<file path="config.mk">
export PLATFORM = sky130hd
export DESIGN_NAME = gantry_drawer_motor_controller_flat
export DESIGN_NICKNAME = d
export VERILOG_FILES = /design/src/rtl/core/gdmc_pkg.sv /design/src/rtl/core/gdmc_cmd_if.sv /design/src/rtl/core/gdmc_res_if.sv /design/src/rtl/core/gdmc_cfg.sv /design/src/rtl/core/gdmc_gantry.sv /design/src/rtl/core/gdmc_drawer.sv /design/src/rtl/core/gantry_drawer_motor_controller.sv /design/src/flat_wrapper.sv
export SDC_FILE = /design/constraint.sdc
export NUM_CORES = 1
export LEC_CHECK = 0
export ABC_AREA = 1
export BUFFER_PORTS_ARGS = -buffer_cell sky130_fd_sc_hd__buf_2
export CORE_MARGIN = 5
export CORE_UTILIZATION = 55
export DETAILED_ROUTE_END_ITERATION = 12
export PLACE_DENSITY_LB_ADDON = 0.1
export REMOVE_ABC_BUFFERS = 1
export SYNTH_ARGS = -nofsm -noshare
export SYNTH_HDL_FRONTEND = slang
export SYNTH_SLANG_ARGS = --single-unit
</file>
<file path="constraint.sdc">
create_clock -name clk -period 5.6 [get_ports clk]
set_input_delay 0 -clock clk [delete_from_list [all_inputs] [get_ports clk]]
set_output_delay 0 -clock clk [all_outputs]
set_load 0.02 [all_outputs]
</file>
<file path="src/rtl/core/gdmc_pkg.sv">
package gdmc_pkg;

	localparam int OP_W       = 4;
	localparam int DIST_W     = 16;
	localparam int TIMEOUT_W  = 24;
	localparam int BACKOFF_W  = 16;
	localparam int CFG_DATA_W = 24;
	localparam int CFG_IDX_W  = 3;

	localparam logic [TIMEOUT_W-1:0] GANTRY_TIMEOUT_RST = 24'd10000;
	localparam logic [TIMEOUT_W-1:0] DRAWER_TIMEOUT_RST = 24'd10000;
	localparam logic [BACKOFF_W-1:0] BACKOFF_RST        = 16'd200;
	localparam logic [DIST_W-1:0]    CLOSED_DIST_RST    = 16'd40;
	localparam logic [DIST_W-1:0]    OPEN_DIST_RST      = 16'd373;

	typedef enum logic [OP_W-1:0] {
		OP_TICK         = 4'd0,
		OP_UP           = 4'd1,
		OP_DOWN         = 4'd2,
		OP_STOP         = 4'd3,
		OP_HOME         = 4'd4,
		OP_PUMP_ON      = 4'd5,
		OP_PUMP_OFF     = 4'd6,
		OP_DRAWER_OPEN  = 4'd7,
		OP_DRAWER_CLOSE = 4'd8,
		OP_DRAWER_STOP  = 4'd9,
		OP_DRAWER_TOGGLE = 4'd10,
		OP_LIMIT_EDGE   = 4'd11
	} op_t;

	// DIR_A is up for the gantry and opening for the drawer
	typedef enum logic [1:0] {
		DIR_OFF = 2'd0,
		DIR_A   = 2'd1,
		DIR_B   = 2'd2
	} dir_t;

	typedef enum logic [1:0] {
		MODE_NONE   = 2'd0,
		MODE_HOMING = 2'd1,
		MODE_UP     = 2'd2,
		MODE_DOWN   = 2'd3
	} mode_t;

	typedef enum logic [1:0] {
		TEV_NONE   = 2'd0,
		TEV_GANTRY = 2'd1,
		TEV_DRAWER = 2'd2
	} tev_t;

	typedef enum logic [CFG_IDX_W-1:0] {
		REG_GANTRY_TIMEOUT = 3'd0,
		REG_DRAWER_TIMEOUT = 3'd1,
		REG_BACKOFF        = 3'd2,
		REG_DRAWER_PRESENT = 3'd3,
		REG_CLOSED_DIST    = 3'd4,
		REG_OPEN_DIST      = 3'd5
	} reg_idx_t;

	typedef struct packed {
		logic [OP_W-1:0]   opcode;
		logic              top;
		logic              bot;
		logic [DIST_W-1:0] dist_mm;
		logic              pour;
	} item_t;

	typedef struct packed {
		logic [TIMEOUT_W-1:0] gantry_tmo;
		logic [TIMEOUT_W-1:0] drawer_tmo;
		logic [BACKOFF_W-1:0] backoff;
		logic                 present;
		logic [DIST_W-1:0]    closed_dist;
		logic [DIST_W-1:0]    open_dist;
	} cfg_t;

	typedef struct packed {
		mode_t mode_q;
		mode_t mode_n;
		dir_t  dir_q;
		dir_t  dir_n;
		logic  tmo;
	} gantry_stat_t;

	typedef struct packed {
		dir_t dir_q;
		dir_t dir_n;
		logic tmo;
	} drawer_stat_t;

	typedef struct packed {
		logic  pump_on;
		dir_t  gantry_drive;
		dir_t  drawer_drive;
		mode_t gantry_mode_out;
		logic  lockout_flag;
		logic  abort_pour_pulse;
		logic  command_accepted;
		tev_t  timeout_event;
	} result_t;

	function automatic logic gantry_ok(dir_t d, dir_t cur, logic top, logic bot);
		return (d != cur) && !(d == DIR_A && !top) && !(d == DIR_B && !bot);
	endfunction

	function automatic logic drawer_ok(dir_t d, dir_t cur, logic [DIST_W-1:0] dist_mm,
			logic present, logic [DIST_W-1:0] closed_dist, logic [DIST_W-1:0] open_dist);
		return present && (d != cur) && !(d == DIR_A && dist_mm >= open_dist)
			&& !(d == DIR_B && dist_mm <= closed_dist);
	endfunction

endpackage

</file>
<file path="src/rtl/core/gdmc_cmd_if.sv">
interface gdmc_cmd_if;
	logic                      valid;
	logic                      ready;
	logic [gdmc_pkg::OP_W-1:0]   opcode;
	logic                      top_switch_level;
	logic                      bottom_switch_level;
	logic [gdmc_pkg::DIST_W-1:0] drawer_distance;
	logic                      pour_active;

	modport source (output valid, opcode, top_switch_level, bottom_switch_level,
		drawer_distance, pour_active, input ready);
	modport sink (input valid, opcode, top_switch_level, bottom_switch_level,
		drawer_distance, pour_active, output ready);
endinterface

</file>
<file path="src/rtl/core/gdmc_res_if.sv">
interface gdmc_res_if;
	logic       valid;
	logic       ready;
	logic       pump_on;
	logic [1:0] gantry_drive;
	logic [1:0] drawer_drive;
	logic [1:0] gantry_mode_out;
	logic       lockout_flag;
	logic       abort_pour_pulse;
	logic       command_accepted;
	logic [1:0] timeout_event;

	modport source (output valid, pump_on, gantry_drive, drawer_drive, gantry_mode_out,
		lockout_flag, abort_pour_pulse, command_accepted, timeout_event, input ready);
	modport sink (input valid, pump_on, gantry_drive, drawer_drive, gantry_mode_out,
		lockout_flag, abort_pour_pulse, command_accepted, timeout_event, output ready);
endinterface

</file>
<file path="src/rtl/core/gdmc_cfg.sv">
module gdmc_cfg (
	input  logic                            clk,
	input  logic                            arst_n,
	input  logic                            wr_en,
	input  logic [gdmc_pkg::CFG_IDX_W-1:0]  idx,
	input  logic [gdmc_pkg::CFG_DATA_W-1:0] data,
	output gdmc_pkg::cfg_t                  cfg,
	output logic                            drawer_clr
);

	gdmc_pkg::cfg_t cfg_q;

	always_ff @(posedge clk or negedge arst_n) begin
		if (!arst_n) begin
			cfg_q.gantry_tmo  <= gdmc_pkg::GANTRY_TIMEOUT_RST;
			cfg_q.drawer_tmo  <= gdmc_pkg::DRAWER_TIMEOUT_RST;
			cfg_q.backoff     <= gdmc_pkg::BACKOFF_RST;
			cfg_q.present     <= 1'b0;
			cfg_q.closed_dist <= gdmc_pkg::CLOSED_DIST_RST;
			cfg_q.open_dist   <= gdmc_pkg::OPEN_DIST_RST;
		end else if (wr_en) begin
			case (gdmc_pkg::reg_idx_t'(idx))
				gdmc_pkg::REG_GANTRY_TIMEOUT: cfg_q.gantry_tmo <= data;
				gdmc_pkg::REG_DRAWER_TIMEOUT: cfg_q.drawer_tmo <= data;
				gdmc_pkg::REG_BACKOFF:        cfg_q.backoff <= data[gdmc_pkg::BACKOFF_W-1:0];
				gdmc_pkg::REG_DRAWER_PRESENT: cfg_q.present <= data[0];
				gdmc_pkg::REG_CLOSED_DIST:    cfg_q.closed_dist <= data[gdmc_pkg::DIST_W-1:0];
				gdmc_pkg::REG_OPEN_DIST:      cfg_q.open_dist <= data[gdmc_pkg::DIST_W-1:0];
				default: ;
			endcase
		end
	end

	assign cfg = cfg_q;
	// removing the drawer board stops the drawer at once
	assign drawer_clr = wr_en && (gdmc_pkg::reg_idx_t'(idx) == gdmc_pkg::REG_DRAWER_PRESENT)
		&& !data[0];

endmodule

</file>
<file path="src/rtl/core/gdmc_gantry.sv">
module gdmc_gantry #(
	parameter int TIMER_BITS = 24
) (
	input  logic                  clk,
	input  logic                  arst_n,
	input  logic                  adv,
	input  gdmc_pkg::item_t       item,
	input  gdmc_pkg::cfg_t        cfg,
	output gdmc_pkg::gantry_stat_t stat
);

	localparam int CMP_W = (TIMER_BITS > gdmc_pkg::TIMEOUT_W) ? TIMER_BITS : gdmc_pkg::TIMEOUT_W;

	gdmc_pkg::mode_t                mode_q, mode_n;
	gdmc_pkg::dir_t                 dir_q, dir_n, tgt, rev;
	logic [TIMER_BITS-1:0]          timer_q, timer_n;
	logic [gdmc_pkg::BACKOFF_W-1:0] bo_q, bo_n;
	logic                           do_set, tmo;

	always_comb begin
		mode_n  = mode_q;
		dir_n   = dir_q;
		timer_n = timer_q;
		bo_n    = bo_q;
		tmo     = 1'b0;
		tgt     = gdmc_pkg::DIR_OFF;
		rev     = gdmc_pkg::DIR_OFF;
		do_set  = 1'b0;
		if (adv) begin
			case (gdmc_pkg::op_t'(item.opcode))
				gdmc_pkg::OP_TICK: begin
					if (bo_q != '0) begin
						// count down the reversed run, stop at its end
						bo_n = bo_q - 1'b1;
						if (bo_q == gdmc_pkg::BACKOFF_W'(1))
							dir_n = gdmc_pkg::DIR_OFF;
					end else begin
						if (dir_q != gdmc_pkg::DIR_OFF && !(&timer_q))
							timer_n = timer_q + 1'b1;
						if (mode_q == gdmc_pkg::MODE_HOMING || mode_q == gdmc_pkg::MODE_UP) begin
							do_set = 1'b1;
							if (item.top)
								tgt = gdmc_pkg::DIR_A;
							else
								mode_n = gdmc_pkg::MODE_NONE;
						end else if (mode_q == gdmc_pkg::MODE_DOWN) begin
							do_set = 1'b1;
							if (item.bot)
								tgt = gdmc_pkg::DIR_B;
							else
								mode_n = gdmc_pkg::MODE_NONE;
						end
						if (do_set && gdmc_pkg::gantry_ok(tgt, dir_q, item.top, item.bot)) begin
							dir_n = tgt;
							if (tgt != gdmc_pkg::DIR_OFF)
								timer_n = '0;
						end
						if (dir_n != gdmc_pkg::DIR_OFF
								&& CMP_W'(timer_n) > CMP_W'(cfg.gantry_tmo)) begin
							rev = (dir_n == gdmc_pkg::DIR_A) ? gdmc_pkg::DIR_B : gdmc_pkg::DIR_A;
							if (gdmc_pkg::gantry_ok(rev, dir_n, item.top, item.bot)) begin
								dir_n   = rev;
								timer_n = '0;
							end
							if (cfg.backoff == '0)
								dir_n = gdmc_pkg::DIR_OFF;
							else
								bo_n = cfg.backoff;
							mode_n = gdmc_pkg::MODE_NONE;
							tmo    = 1'b1;
						end
					end
				end
				gdmc_pkg::OP_UP, gdmc_pkg::OP_DOWN, gdmc_pkg::OP_STOP: begin
					case (gdmc_pkg::op_t'(item.opcode))
						gdmc_pkg::OP_UP:   tgt = gdmc_pkg::DIR_A;
						gdmc_pkg::OP_DOWN: tgt = gdmc_pkg::DIR_B;
						default:           tgt = gdmc_pkg::DIR_OFF;
					endcase
					if (!item.pour
							&& !(mode_q == gdmc_pkg::MODE_UP && tgt == gdmc_pkg::DIR_A)
							&& !(mode_q == gdmc_pkg::MODE_DOWN && tgt == gdmc_pkg::DIR_B)) begin
						case (tgt)
							gdmc_pkg::DIR_A: mode_n = gdmc_pkg::MODE_UP;
							gdmc_pkg::DIR_B: mode_n = gdmc_pkg::MODE_DOWN;
							default:         mode_n = gdmc_pkg::MODE_NONE;
						endcase
						do_set = 1'b1;
					end
				end
				gdmc_pkg::OP_HOME: begin
					if (!item.pour && mode_q != gdmc_pkg::MODE_HOMING) begin
						tgt    = gdmc_pkg::DIR_A;
						mode_n = gdmc_pkg::MODE_HOMING;
						do_set = 1'b1;
					end
				end
				gdmc_pkg::OP_LIMIT_EDGE: begin
					do_set = 1'b1;
				end
				default: ;
			endcase
			if (gdmc_pkg::op_t'(item.opcode) != gdmc_pkg::OP_TICK && do_set
					&& gdmc_pkg::gantry_ok(tgt, dir_q, item.top, item.bot)) begin
				dir_n = tgt;
				if (tgt != gdmc_pkg::DIR_OFF)
					timer_n = '0;
				bo_n = '0;
			end
		end
	end

	always_ff @(posedge clk or negedge arst_n) begin
		if (!arst_n) begin
			mode_q  <= gdmc_pkg::MODE_NONE;
			dir_q   <= gdmc_pkg::DIR_OFF;
			timer_q <= '0;
			bo_q    <= '0;
		end else begin
			mode_q  <= mode_n;
			dir_q   <= dir_n;
			timer_q <= timer_n;
			bo_q    <= bo_n;
		end
	end

	assign stat.mode_q = mode_q;
	assign stat.mode_n = mode_n;
	assign stat.dir_q  = dir_q;
	assign stat.dir_n  = dir_n;
	assign stat.tmo    = tmo;

endmodule

</file>
<file path="src/rtl/core/gdmc_drawer.sv">
module gdmc_drawer #(
	parameter int TIMER_BITS = 24
) (
	input  logic                   clk,
	input  logic                   arst_n,
	input  logic                   adv,
	input  logic                   clr,
	input  gdmc_pkg::item_t        item,
	input  gdmc_pkg::cfg_t         cfg,
	output gdmc_pkg::drawer_stat_t stat
);

	localparam int CMP_W = (TIMER_BITS > gdmc_pkg::TIMEOUT_W) ? TIMER_BITS : gdmc_pkg::TIMEOUT_W;

	gdmc_pkg::dir_t                 dir_q, dir_n, tgt, rev;
	logic [TIMER_BITS-1:0]          timer_q, timer_n;
	logic [gdmc_pkg::BACKOFF_W-1:0] bo_q, bo_n;
	logic [gdmc_pkg::DIST_W:0]      dist_sum;
	logic                           do_set, tmo;

	assign dist_sum = {1'b0, cfg.closed_dist} + {1'b0, cfg.open_dist};

	always_comb begin
		dir_n   = dir_q;
		timer_n = timer_q;
		bo_n    = bo_q;
		tmo     = 1'b0;
		tgt     = gdmc_pkg::DIR_OFF;
		rev     = gdmc_pkg::DIR_OFF;
		do_set  = 1'b0;
		if (clr) begin
			dir_n   = gdmc_pkg::DIR_OFF;
			timer_n = '0;
			bo_n    = '0;
		end else if (adv) begin
			case (gdmc_pkg::op_t'(item.opcode))
				gdmc_pkg::OP_TICK: begin
					if (bo_q != '0) begin
						bo_n = bo_q - 1'b1;
						if (bo_q == gdmc_pkg::BACKOFF_W'(1))
							dir_n = gdmc_pkg::DIR_OFF;
					end else begin
						if (dir_q != gdmc_pkg::DIR_OFF && !(&timer_q))
							timer_n = timer_q + 1'b1;
						// stop at the end position
						if ((dir_q == gdmc_pkg::DIR_A && item.dist_mm >= cfg.open_dist)
								|| (dir_q == gdmc_pkg::DIR_B
								&& item.dist_mm <= cfg.closed_dist)) begin
							if (cfg.present)
								dir_n = gdmc_pkg::DIR_OFF;
						end
						if (dir_n != gdmc_pkg::DIR_OFF
								&& CMP_W'(timer_n) > CMP_W'(cfg.drawer_tmo)) begin
							rev = (dir_n == gdmc_pkg::DIR_A) ? gdmc_pkg::DIR_B : gdmc_pkg::DIR_A;
							if (gdmc_pkg::drawer_ok(rev, dir_n, item.dist_mm, cfg.present,
									cfg.closed_dist, cfg.open_dist)) begin
								dir_n   = rev;
								timer_n = '0;
							end
							if (cfg.backoff == '0)
								dir_n = gdmc_pkg::DIR_OFF;
							else
								bo_n = cfg.backoff;
							tmo = 1'b1;
						end
					end
				end
				gdmc_pkg::OP_DRAWER_OPEN: begin
					tgt    = gdmc_pkg::DIR_A;
					do_set = 1'b1;
				end
				gdmc_pkg::OP_DRAWER_CLOSE: begin
					tgt    = gdmc_pkg::DIR_B;
					do_set = 1'b1;
				end
				gdmc_pkg::OP_DRAWER_STOP: begin
					do_set = 1'b1;
				end
				gdmc_pkg::OP_DRAWER_TOGGLE: begin
					// close from the far half, open from the near half
					tgt    = (item.dist_mm >= dist_sum[gdmc_pkg::DIST_W:1]) ? gdmc_pkg::DIR_B
						: gdmc_pkg::DIR_A;
					do_set = 1'b1;
				end
				default: ;
			endcase
			if (do_set && gdmc_pkg::drawer_ok(tgt, dir_q, item.dist_mm, cfg.present,
					cfg.closed_dist, cfg.open_dist)) begin
				dir_n = tgt;
				if (tgt != gdmc_pkg::DIR_OFF)
					timer_n = '0;
				bo_n = '0;
			end
		end
	end

	always_ff @(posedge clk or negedge arst_n) begin
		if (!arst_n) begin
			dir_q   <= gdmc_pkg::DIR_OFF;
			timer_q <= '0;
			bo_q    <= '0;
		end else begin
			dir_q   <= dir_n;
			timer_q <= timer_n;
			bo_q    <= bo_n;
		end
	end

	assign stat.dir_q = dir_q;
	assign stat.dir_n = dir_n;
	assign stat.tmo   = tmo;

endmodule

</file>
<file path="src/rtl/core/gantry_drawer_motor_controller.sv">
// An item taken on cmd goes into the input register, and its result is then offered on res
// from the result register. Throughput: one item per cycle while res accepts results; the single
// pass of next-state logic between the input register and the result register sets that figure.
// Reset: arst_n (asynchronous, active low) stops all motors, clears modes, timers,
// backoff and lockout, empties both registers and loads the register defaults.
module gantry_drawer_motor_controller #(
	parameter int TIMER_BITS = 24
) (
	input  logic                            clk,
	input  logic                            arst_n,
	gdmc_cmd_if.sink                        cmd,
	gdmc_res_if.source                      res,
	input  logic                            cfg_wr_en,
	input  logic [gdmc_pkg::CFG_IDX_W-1:0]  cfg_index,
	input  logic [gdmc_pkg::CFG_DATA_W-1:0] cfg_data
);

	// input register
	gdmc_pkg::item_t item_s1;
	logic            valid_s1;

	// result register
	gdmc_pkg::result_t res_q;
	logic              res_valid_q;

	// pump and lockout state
	logic pump_q, pump_n;
	logic lockout_q, lockout_n;

	logic                   adv, is_tick, is_cmd;
	gdmc_pkg::cfg_t         cfg;
	logic                   drawer_clr;
	gdmc_pkg::gantry_stat_t gstat;
	gdmc_pkg::drawer_stat_t dstat;
	gdmc_pkg::result_t      res_n;

	// Move the item in the input register forward whenever the result register is
	// empty or is being drained this cycle; take a new item whenever the input
	// register is empty or moving forward.
	assign adv       = valid_s1 && (!res_valid_q || res.ready);
	assign cmd.ready = !valid_s1 || adv;

	always_ff @(posedge clk or negedge arst_n) begin
		if (!arst_n)
			valid_s1 <= 1'b0;
		else if (cmd.valid && cmd.ready)
			valid_s1 <= 1'b1;
		else if (adv)
			valid_s1 <= 1'b0;
	end

	// payload: no reset needed
	always_ff @(posedge clk) begin
		if (cmd.valid && cmd.ready) begin
			item_s1.opcode  <= cmd.opcode;
			item_s1.top     <= cmd.top_switch_level;
			item_s1.bot     <= cmd.bottom_switch_level;
			item_s1.dist_mm <= cmd.drawer_distance;
			item_s1.pour    <= cmd.pour_active;
		end
	end

	gdmc_cfg u_cfg (
		.clk        (clk),
		.arst_n     (arst_n),
		.wr_en      (cfg_wr_en),
		.idx        (cfg_index),
		.data       (cfg_data),
		.cfg        (cfg),
		.drawer_clr (drawer_clr)
	);

	gdmc_gantry #(.TIMER_BITS(TIMER_BITS)) u_gantry (
		.clk    (clk),
		.arst_n (arst_n),
		.adv    (adv),
		.item   (item_s1),
		.cfg    (cfg),
		.stat   (gstat)
	);

	gdmc_drawer #(.TIMER_BITS(TIMER_BITS)) u_drawer (
		.clk    (clk),
		.arst_n (arst_n),
		.adv    (adv),
		.clr    (drawer_clr),
		.item   (item_s1),
		.cfg    (cfg),
		.stat   (dstat)
	);

	assign is_tick = (gdmc_pkg::op_t'(item_s1.opcode) == gdmc_pkg::OP_TICK);
	// only the motor, pump and mode commands report acceptance
	assign is_cmd  = item_s1.opcode inside {[gdmc_pkg::OP_UP:gdmc_pkg::OP_DRAWER_TOGGLE]};

	always_comb begin
		pump_n    = pump_q;
		lockout_n = lockout_q;
		if (adv) begin
			case (gdmc_pkg::op_t'(item_s1.opcode))
				gdmc_pkg::OP_PUMP_ON:  pump_n = 1'b1;
				gdmc_pkg::OP_PUMP_OFF: pump_n = 1'b0;
				default: ;
			endcase
			// a gantry timeout latches the lockout until reset
			if (is_tick && gstat.tmo)
				lockout_n = 1'b1;
		end
	end

	always_ff @(posedge clk or negedge arst_n) begin
		if (!arst_n) begin
			pump_q    <= 1'b0;
			lockout_q <= 1'b0;
		end else begin
			pump_q    <= pump_n;
			lockout_q <= lockout_n;
		end
	end

	// assemble the result from the state that this item leaves behind
	always_comb begin
		res_n.pump_on          = pump_n;
		res_n.gantry_drive     = gstat.dir_n;
		res_n.drawer_drive     = dstat.dir_n;
		res_n.gantry_mode_out  = gstat.mode_n;
		res_n.lockout_flag     = lockout_n;
		res_n.abort_pour_pulse = is_tick && gstat.tmo && item_s1.pour;
		res_n.command_accepted = is_cmd && ((gstat.mode_n != gstat.mode_q)
			|| (gstat.dir_n != gstat.dir_q) || (dstat.dir_n != dstat.dir_q)
			|| (pump_n != pump_q));
		// the gantry wins when both motors time out on one tick
		if (is_tick && gstat.tmo)
			res_n.timeout_event = gdmc_pkg::TEV_GANTRY;
		else if (is_tick && dstat.tmo)
			res_n.timeout_event = gdmc_pkg::TEV_DRAWER;
		else
			res_n.timeout_event = gdmc_pkg::TEV_NONE;
	end

	always_ff @(posedge clk or negedge arst_n) begin
		if (!arst_n)
			res_valid_q <= 1'b0;
		else if (adv)
			res_valid_q <= 1'b1;
		else if (res.ready)
			res_valid_q <= 1'b0;
	end

	always_ff @(posedge clk) begin
		if (adv)
			res_q <= res_n;
	end

	assign res.valid            = res_valid_q;
	assign res.pump_on          = res_q.pump_on;
	assign res.gantry_drive     = res_q.gantry_drive;
	assign res.drawer_drive     = res_q.drawer_drive;
	assign res.gantry_mode_out  = res_q.gantry_mode_out;
	assign res.lockout_flag     = res_q.lockout_flag;
	assign res.abort_pour_pulse = res_q.abort_pour_pulse;
	assign res.command_accepted = res_q.command_accepted;
	assign res.timeout_event    = res_q.timeout_event;

	// lockout never clears without reset
	a_lockout_sticky: assert property (@(posedge clk) disable iff (!arst_n)
		lockout_q |=> lockout_q)
		else $error("lockout cleared without reset");

	// an abort request only comes with a gantry timeout
	a_abort_with_tmo: assert property (@(posedge clk) disable iff (!arst_n)
		(res_valid_q && res_q.abort_pour_pulse) |->
			(res_q.timeout_event == gdmc_pkg::TEV_GANTRY))
		else $error("abort pulse without gantry timeout");

	// a gantry timeout result always shows the lockout set
	a_tmo_locks: assert property (@(posedge clk) disable iff (!arst_n)
		(res_valid_q && res_q.timeout_event == gdmc_pkg::TEV_GANTRY) |-> res_q.lockout_flag)
		else $error("gantry timeout without lockout");

	// the input side stalls only when both registers hold an item
	a_stall_full: assert property (@(posedge clk) disable iff (!arst_n)
		!cmd.ready |-> (valid_s1 && res_valid_q && !res.ready))
		else $error("input stalled with room to advance");

endmodule
</file>
<file path="src/flat_wrapper.sv">
// flat-port wrapper written by rule: the top's interface ports become plain ports
module gantry_drawer_motor_controller_flat 
#(
	parameter int TIMER_BITS = 24
)
  (clk, arst_n, cfg_wr_en, cfg_index, cfg_data, cmd_valid, cmd_opcode, cmd_top_switch_level, cmd_bottom_switch_level, cmd_drawer_distance, cmd_pour_active, cmd_ready, res_valid, res_pump_on, res_gantry_drive, res_drawer_drive, res_gantry_mode_out, res_lockout_flag, res_abort_pour_pulse, res_command_accepted, res_timeout_event, res_ready);
  gdmc_cmd_if cmd_i ();
  gdmc_res_if res_i ();
  input  logic clk;
  input  logic arst_n;
  input  logic cfg_wr_en;
  input  logic [gdmc_pkg::CFG_IDX_W-1:0] cfg_index;
  input  logic [gdmc_pkg::CFG_DATA_W-1:0] cfg_data;
  input wire logic [$bits(cmd_i.valid)-1:0] cmd_valid;
  input wire logic [$bits(cmd_i.opcode)-1:0] cmd_opcode;
  input wire logic [$bits(cmd_i.top_switch_level)-1:0] cmd_top_switch_level;
  input wire logic [$bits(cmd_i.bottom_switch_level)-1:0] cmd_bottom_switch_level;
  input wire logic [$bits(cmd_i.drawer_distance)-1:0] cmd_drawer_distance;
  input wire logic [$bits(cmd_i.pour_active)-1:0] cmd_pour_active;
  output wire logic [$bits(cmd_i.ready)-1:0] cmd_ready;
  output wire logic [$bits(res_i.valid)-1:0] res_valid;
  output wire logic [$bits(res_i.pump_on)-1:0] res_pump_on;
  output wire logic [$bits(res_i.gantry_drive)-1:0] res_gantry_drive;
  output wire logic [$bits(res_i.drawer_drive)-1:0] res_drawer_drive;
  output wire logic [$bits(res_i.gantry_mode_out)-1:0] res_gantry_mode_out;
  output wire logic [$bits(res_i.lockout_flag)-1:0] res_lockout_flag;
  output wire logic [$bits(res_i.abort_pour_pulse)-1:0] res_abort_pour_pulse;
  output wire logic [$bits(res_i.command_accepted)-1:0] res_command_accepted;
  output wire logic [$bits(res_i.timeout_event)-1:0] res_timeout_event;
  input wire logic [$bits(res_i.ready)-1:0] res_ready;
  assign cmd_i.valid = cmd_valid;
  assign cmd_i.opcode = cmd_opcode;
  assign cmd_i.top_switch_level = cmd_top_switch_level;
  assign cmd_i.bottom_switch_level = cmd_bottom_switch_level;
  assign cmd_i.drawer_distance = cmd_drawer_distance;
  assign cmd_i.pour_active = cmd_pour_active;
  assign cmd_ready = cmd_i.ready;
  assign res_valid = res_i.valid;
  assign res_pump_on = res_i.pump_on;
  assign res_gantry_drive = res_i.gantry_drive;
  assign res_drawer_drive = res_i.drawer_drive;
  assign res_gantry_mode_out = res_i.gantry_mode_out;
  assign res_lockout_flag = res_i.lockout_flag;
  assign res_abort_pour_pulse = res_i.abort_pour_pulse;
  assign res_command_accepted = res_i.command_accepted;
  assign res_timeout_event = res_i.timeout_event;
  assign res_i.ready = res_ready;
  gantry_drawer_motor_controller #(.TIMER_BITS(TIMER_BITS)) u_core (.clk(clk), .arst_n(arst_n), .cmd(cmd_i), .res(res_i), .cfg_wr_en(cfg_wr_en), .cfg_index(cfg_index), .cfg_data(cfg_data));
endmodule
</file>
==> results of run 1 <==
timing repair:
| item | in CTS | in global routing |
|---|---|---|
| endpoints found under the hold margin | 201 | 0 |
| gates resized for setup | 0 | 0 |
| hold buffers | 56 | 0 |
where the power goes:
group          total, W  switching (W)  internal, W
logic           0.00320        0.00200      0.00120
clock network   0.00186       0.000704      0.00115
registers       0.00252       0.000436      0.00209
total           0.00758        0.00314      0.00444
registers in the layout, indices dropped and copies added (netlist names), 2 cells and up:
signal	count
u_core.res.drawer_drive	2
u_core.u_drawer.dir_q	2
u_core.u_gantry.bo_q	16
u_core.res.gantry_mode_out	2
u_core.u_drawer.timer_q	24
u_core.u_drawer.bo_q	16
u_core.res.gantry_drive	2
u_core.res.timeout_event	2
u_core.u_cfg.cfg	97
u_core.u_gantry.timer_q	24
u_core.u_gantry.mode_q	2
u_core.u_gantry.dir_q	2
u_core.item_s1	23
per-stage QoR:
stage                     power [W]  worst slack (ns)  std cells   util  area (um^2)
final                       0.00758             0.530       2438  0.639        17200
after global placement      0.00556             0.851       2334  0.583        15700
after CTS                   0.00758             0.631       2438  0.639        17200
after detailed placement    0.00566             0.679       2334  0.583        15700
after floorplan             0.00481              1.38       1914      -        14900
after global routing        0.00822             0.152       2438  0.639        17200
final cells by class:
type | count | area [um^2]
clock inverter | 8 | 120
sequential | 222 | 5760
timing repair buffer | 135 | 992
fill | 2304 | 9730
tap | 341 | 427
clock buffer | 40 | 827
inverter | 330 | 1240
multi-input combinational | 1362 | 7850
placed cells by master, fill, tap and decap left out, drive strengths merged, types with 5 or more instances in the layout:
cell	count
a211oi	6
a21oi	83
a22oi	37
buf	78
clkbuf	41
clkinv	5
dfrtp	166
dfstp	21
dlygate4sd3	56
edfxtp	35
ha	125
inv	328
nand2	441
nand3	109
nand4	19
nor2	126
nor3	42
nor4	13
o2111ai	8
o211ai	5
o21ai	213
o21bai	5
o22ai	33
o31ai	6
or2	5
xnor2	7
xor2	50
logic make-up (layout without fill, tap and decap cells):
group                      Yosys count  after routing  synth area share
AOI/OAI and AO/OA                  420            420             0.163
adders and majority gates          126            126             0.105
buffers and inverters              381            513            0.0981
xor gates and xnor gates            57             57            0.0331
and+or+nand+nor                    759            759             0.219
DFF                                222            222             0.382
how the worst max path moves through the flow:
stage / end
after floorplan: u_core.u_drawer.bo_q[6]
after global placement: u_core.u_drawer.bo_q[6]
after detailed placement: u_core.u_drawer.bo_q[6]
after CTS: u_core.u_drawer.bo_q[6]
after global routing: u_core.u_drawer.bo_q[6]
final: u_core.u_drawer.bo_q[6]
worst max-delay path: cells and delay by family (launching register included):
kind                       cells  cell delay (ns)
AOI/OAI and AO/OA             10             1.53
adders and majority gates      2             0.54
buffers and inverters          4             0.58
DFF                            1             0.55
and+or+nand+nor               14             1.75
layer usage:
layer  wire length [um]  share of wire  vias up  global-route usage
met4               1340          0.032        0              0.0864
met2              18800           0.45      442               0.438
met1              19000           0.45     6467               0.384
li1                   -              -     6741                   -
met5                  0              0        -                   0
met3               2600          0.062       72              0.0308
==> flow_metrics.env, run 1 <==
export IMPL_clk_pin_slew_worst_paths_ns=0.06
export IMPL_firstDrtPassIters=6
export IMPL_synth_cells=1965
export IMPL_holdWs_ns=0.115
export IMPL_fin_crit_sh=0.905
export IMPL_dpl_hpwl_mm=29.6
export IMPL_place_congestion=0.936
export IMPL_synth_cell_types=61
export IMPL_crit_path_start="u_core.u_cfg.cfg[5]"
export IMPL_ant_nets=0
export IMPL_antenna_found_initial=0
export IMPL_criticalPathCategory="reg2reg"
export IMPL_cp_slowest_cell="dfstp_2"
export IMPL_outcome="complete, no violations"
export IMPL_cp_common_cell="nand2_1"
export IMPL_reg2reg_from="u_core.u_cfg.cfg[5]"
export IMPL_start_kind="register"
export IMPL_core_um2=27000
export IMPL_syn_area_um2=15100
export IMPL_synth_area_top_cells="dfrtp_1 (28%), nand2_1 (11%), ha_1 (10%), inv_1 (7.6%), edfxtp_1 (7.0%)"
export IMPL_final_layout_size_suffix_gt1_frac=0.102
export IMPL_yosys_warnings=0
export IMPL_synthTopCellsByCount="nand2_1 (433), inv_1 (306), o21ai_0 (169)"
export IMPL_clock_sinks=222
export IMPL_power_density_nw_per_um2=440
export IMPL_peakVddDrop_mv=0.332
export IMPL_dieHeight_um=176
export IMPL_r2r_cells=30
export IMPL_portBuffers=68
export IMPL_hp_class="in2async"
export IMPL_ys_ff_latch=222
export IMPL_gr_usage_all_layers=0.271
export IMPL_worstSkewPairLatency_ns=0.55
export IMPL_rows=60
export IMPL_worstPathRequired_ns=6.05
export IMPL_seq_area_frac_synth=0.382
export IMPL_finalHoldViolations=0
export IMPL_clockBufferDepth=3
export IMPL_maxCapViolations=0
export IMPL_r2r_setup_slack_ns=0.53
export IMPL_slowest_delay_ns=0.55
export IMPL_rr_endpoint="u_core.u_drawer.bo_q[6]"
export IMPL_worstPathMaxFanout=19
export IMPL_grt_pass1_vias=13453
export IMPL_totalWireLength_mm=41.7
export IMPL_vias=13722
export IMPL_initial_core_util=0.560
export IMPL_slew_violations=0
export IMPL_die_w_um=176
export IMPL_rsz0062_at_grt="false"
export IMPL_grt_pass1_wl_mm=68.6
export IMPL_synth_ff_type="dfrtp_1"
export IMPL_antenna_cells=0
export IMPL_synth_edf_count=35
export IMPL_grt_overflow=0
export IMPL_postCtsSetupRepairBufs=0
export IMPL_fmax_mhz=197
export IMPL_synthArstFlopShare=0.842
export IMPL_maxSlewHeadroom=0.239
export IMPL_arrival_ns=5.52
export IMPL_end_kind="register"
export IMPL_htree_num_levels=1
export IMPL_synth_top_area_frac=0.275
export IMPL_syn_area_per_cell_um2=7.68
export IMPL_final_nets=2258
export IMPL_finClkSkew_ns=0.0138
export IMPL_numCtsBuffers=26
export IMPL_cts_tree="built"
export IMPL_ios=69
export IMPL_worst_pin_slew_ns=1.14
export IMPL_grt_max_degree=98
export IMPL_setup_viol=0
export IMPL_drc_errors=0
export IMPL_wire_per_inst_um=17.1
export IMPL_fin_crit_ns=5.07
export IMPL_drt_iter0_drc=1073
export IMPL_die_area_um2=30800
export IMPL_syn2layout_area_growth_pct=14.1
export IMPL_routed_via_density=5.63
export IMPL_yosysMostFrequentCell="nand2_1"
export IMPL_yosys_area_top_type="dfrtp_1"
export IMPL_fin_tns_setup_ns=0
export IMPL_ctsRootBufferMaster="clkbuf_16"
export IMPL_leakage_nw=8.48
(Power assumes the default switching activity.)
==> inputs of run 2 (changes only) <==
--- a/config.mk
+++ b/config.mk
@@ -5,7 +5,6 @@
 export SDC_FILE = /design/constraint.sdc
 export NUM_CORES = 1
 export LEC_CHECK = 0
-export ABC_AREA = 1
 export BUFFER_PORTS_ARGS = -buffer_cell sky130_fd_sc_hd__buf_2
 export CORE_MARGIN = 5
 export CORE_UTILIZATION = 55
==> run 2 against run 1 <==
Final cell count decreased by 15%; critical endpoint is now u_core.res.command_accepted; via count is 8.9% lower; sequential share of layout area is 0.97 points higher; setup slack worse by 0.25 ns; hold slack got worse by 0.076 ns; synthesized area decreased by 4.1%; clock power is 10% lower.
==> flow_metrics.env, run 2 <==
export IMPL_grt_overflow=0
export IMPL_synth_ff_type="dfrtp_1"
export IMPL_synth_top_area_frac=0.287
export IMPL_grt_pass1_wl_mm=64.2
export IMPL_worstSkewPairLatency_ns=0.54
export IMPL_clock_sinks=222
export IMPL_final_nets=1905
export IMPL_fin_crit_sh=0.950
export IMPL_syn_area_per_cell_um2=9.02
export IMPL_antenna_cells=0
export IMPL_synthArstFlopShare=0.842
export IMPL_wire_per_inst_um=19.3
export IMPL_start_kind="register"
export IMPL_die_area_um2=29600
export IMPL_worstPathRequired_ns=5.96
export IMPL_ant_nets=0
export IMPL_ys_ff_latch=222
export IMPL_leakage_nw=7.36
export IMPL_yosys_warnings=0
export IMPL_maxSlewHeadroom=0.245
export IMPL_ctsRootBufferMaster="clkbuf_16"
export IMPL_die_w_um=172
export IMPL_arrival_ns=5.68
export IMPL_syn_area_um2=14500
export IMPL_worstPathMaxFanout=8
export IMPL_dpl_hpwl_mm=28.8
export IMPL_nFillCells=2169
export IMPL_place_congestion=0.897
export IMPL_fin_crit_ns=5.32
export IMPL_htree_num_levels=1
export IMPL_clockBufferDepth=3
export IMPL_slew_violations=0
export IMPL_cts_tree="built"
export IMPL_clk_pin_slew_worst_paths_ns=0.07
export IMPL_report_power_total_w=0.00561
export IMPL_worst_pin_slew_ns=1.13
export IMPL_yosys_area_top_type="dfrtp_1"
export IMPL_drc_errors=0
export IMPL_placed_area_um2=15300
export IMPL_synth_edf_count=35
export IMPL_drt_iter0_drc=1001
export IMPL_final_layout_size_suffix_gt1_frac=0.137
export IMPL_totalWireLength_mm=40.1
export IMPL_ios=69
export IMPL_synthTopCellsByCount="dfrtp_1 (166), nand2_1 (153), o21ai_0 (144)"
export IMPL_core_um2=26000
export IMPL_dieHeight_um=172
export IMPL_routed_via_density=6.01
export IMPL_portBuffers=68
export IMPL_final_area_um2=16700
export IMPL_grt_max_degree=71
export IMPL_yosysMostFrequentCell="dfrtp_1"
export IMPL_peakVddDrop_mv=0.300
export IMPL_numCtsBuffers=25
export IMPL_outcome="complete, no violations"
export IMPL_maxCapViolations=0
export IMPL_firstDrtPassIters=5
export IMPL_seq_area_frac_synth=0.398
export IMPL_final_common_cell="dfrtp_1"
export IMPL_most_common_layout_cells="dfrtp_1 (165), nand2_1 (153), o21ai_0 (143), nor2_1 (139), ha_1 (125)"
export IMPL_fmax_mhz=188
export IMPL_synth_cell_types=83
export IMPL_rows=59
export IMPL_end_kind="register"
export IMPL_criticalPathCategory="reg2reg"
export IMPL_largest_register_ffs=97
export IMPL_antenna_found_initial=1
export IMPL_power_density_nw_per_um2=335
export IMPL_hp_class="in2async"
export IMPL_setup_viol=0
export IMPL_synth_area_top_cells="dfrtp_1 (29%), ha_1 (11%), edfxtp_1 (7.3%), o21ai_0 (5.0%), nand2_1 (4.0%)"
export IMPL_grt_pass1_vias=11886
export IMPL_synth_cells=1604
export IMPL_initial_core_util=0.557
export IMPL_syn2layout_area_growth_pct=15.7
export IMPL_rsz0062_at_grt="true"
export IMPL_vias=12494
export IMPL_gr_usage_all_layers=0.271
export IMPL_finalHoldViolations=0
export IMPL_finClkSkew_ns=0.0196
export IMPL_postCtsSetupRepairBufs=0
[run 2: cell count changes in the layout (fill, tap and decap cells not counted), moves of 26 or more]
cell / previous run / this run
a22oi_1: 36 / 6
mux2_2: 0 / 37
nand2_1: 433 / 153
o21ai_0: 169 / 143
a22o_1: 0 / 27
inv_1: 306 / 112
xor2_1: 50 / 20
xnor2_1: 7 / 41
nand3_1: 103 / 61
o22ai_1: 33 / 2
[run 2: repair_timing]
| item | 4_1_cts | 5_1_grt |
|---|---|---|
| hold buffers | 51 | 0 |
| resized for setup | 1 | 21 |
| pin swaps | 2 | 5 |
| setup endpoints to repair | 2 | 46 |
| endpoints found under the hold margin | 190 | 0 |
[run 2: cell type report]
class	count	area (um^2)	share of cell area
Clock buffer	36	697	0.0416
Clock inverter	10	130	0.00777
Inverter	112	420	0.0251
Multi-Input combinational cell	1208	8150	0.487
Sequential cell	222	5760	0.344
Tap cell	335	419	0.0250
Timing Repair Buffer	155	1170	0.0697
[run 2: metal layers]
layer	wire (um)	vias up	share of wire	track usage
met1	18300	6004	0.46	0.395
met4	1270	0	0.032	0.0783
met2	18100	393	0.45	0.429
met5	0	-	0	0
met3	2330	66	0.058	0.0313
li1	-	6031	-	-
[run 2: metrics by stage]
step / setup TNS [ns] / hold slack (ns) / setup WS, ns / util / std cells
after detailed placement: 0 / 0.0528 / 0.0316 / 0.589 / 1981
final: 0 / 0.0388 / 0.281 / 0.644 / 2078
after global placement: 0 / 0.0473 / 0.0910 / 0.589 / 1981
after floorplan: -0.628 / -0.296 / -0.167 / - / 1542
after global routing: -0.0319 / 0.0622 / -0.0208 / 0.644 / 2078
after CTS: 0 / 0.00849 / 0.0343 / 0.641 / 2078
[run 2: kinds of logic after synthesis]
logic type	after synthesis	share of synthesized area
xor+xnor	61	0.0369
fa+ha+maj	127	0.110
compound gates	420	0.181
buf+inv	174	0.0480
mux	47	0.0357
simple gates	553	0.190
flops	222	0.398
[run 2: power breakdown]
group | leakage, nW | internal [W] | switching (W)
combinational | 4.25 | 0.000738 | 0.00105
clock | 0.403 | 0.00100 | 0.000673
sequential | 2.70 | 0.00192 | 0.000223
total | 7.36 | 0.00366 | 0.00195
[run 2: worst paths after layout]
check | start | end | slack [ns] | depth (start not counted)
worst max-delay path | u_core.u_cfg.cfg[16] | u_core.res.command_accepted | 0.28 | 24
worst min-delay path | arst_n | u_core.u_gantry.timer_q[14] | 0.04 | 2
worst max register to register | u_core.u_cfg.cfg[16] | u_core.res.command_accepted | 0.28 | 24
worst min register to register | u_core.lockout_q | u_core.lockout_q | 0.46 | 1
max in group asynchronous | arst_n | u_core.u_drawer.timer_q[14] | 4.21 | 3
min in group clk | cfg_index[1] | u_core.u_cfg.cfg[32] | 0.04 | 3
[run 2: worst max-delay path, stage by stage (launching register included)]
cell      delay [ns]
dfrtp_1         0.41
and2_1          0.16
fa_1            0.41
a21o_1          0.20
a21oi_2         0.18
o21bai_1        0.10
a21oi_2         0.18
nor2b_1         0.07
o21a_1          0.18
o31a_1          0.29
o41ai_4         0.37
o21ai_2         0.11
xnor2_1         0.14
ha_1            0.29
a21o_1          0.16
a21oi_1         0.13
o21ai_0         0.09
a211oi_1        0.22
buf_4           0.18
a221o_1         0.15
nand3_2         0.17
o41ai_1         0.44
nor4_1          0.14
o211a_1         0.17
a221oi_2        0.23
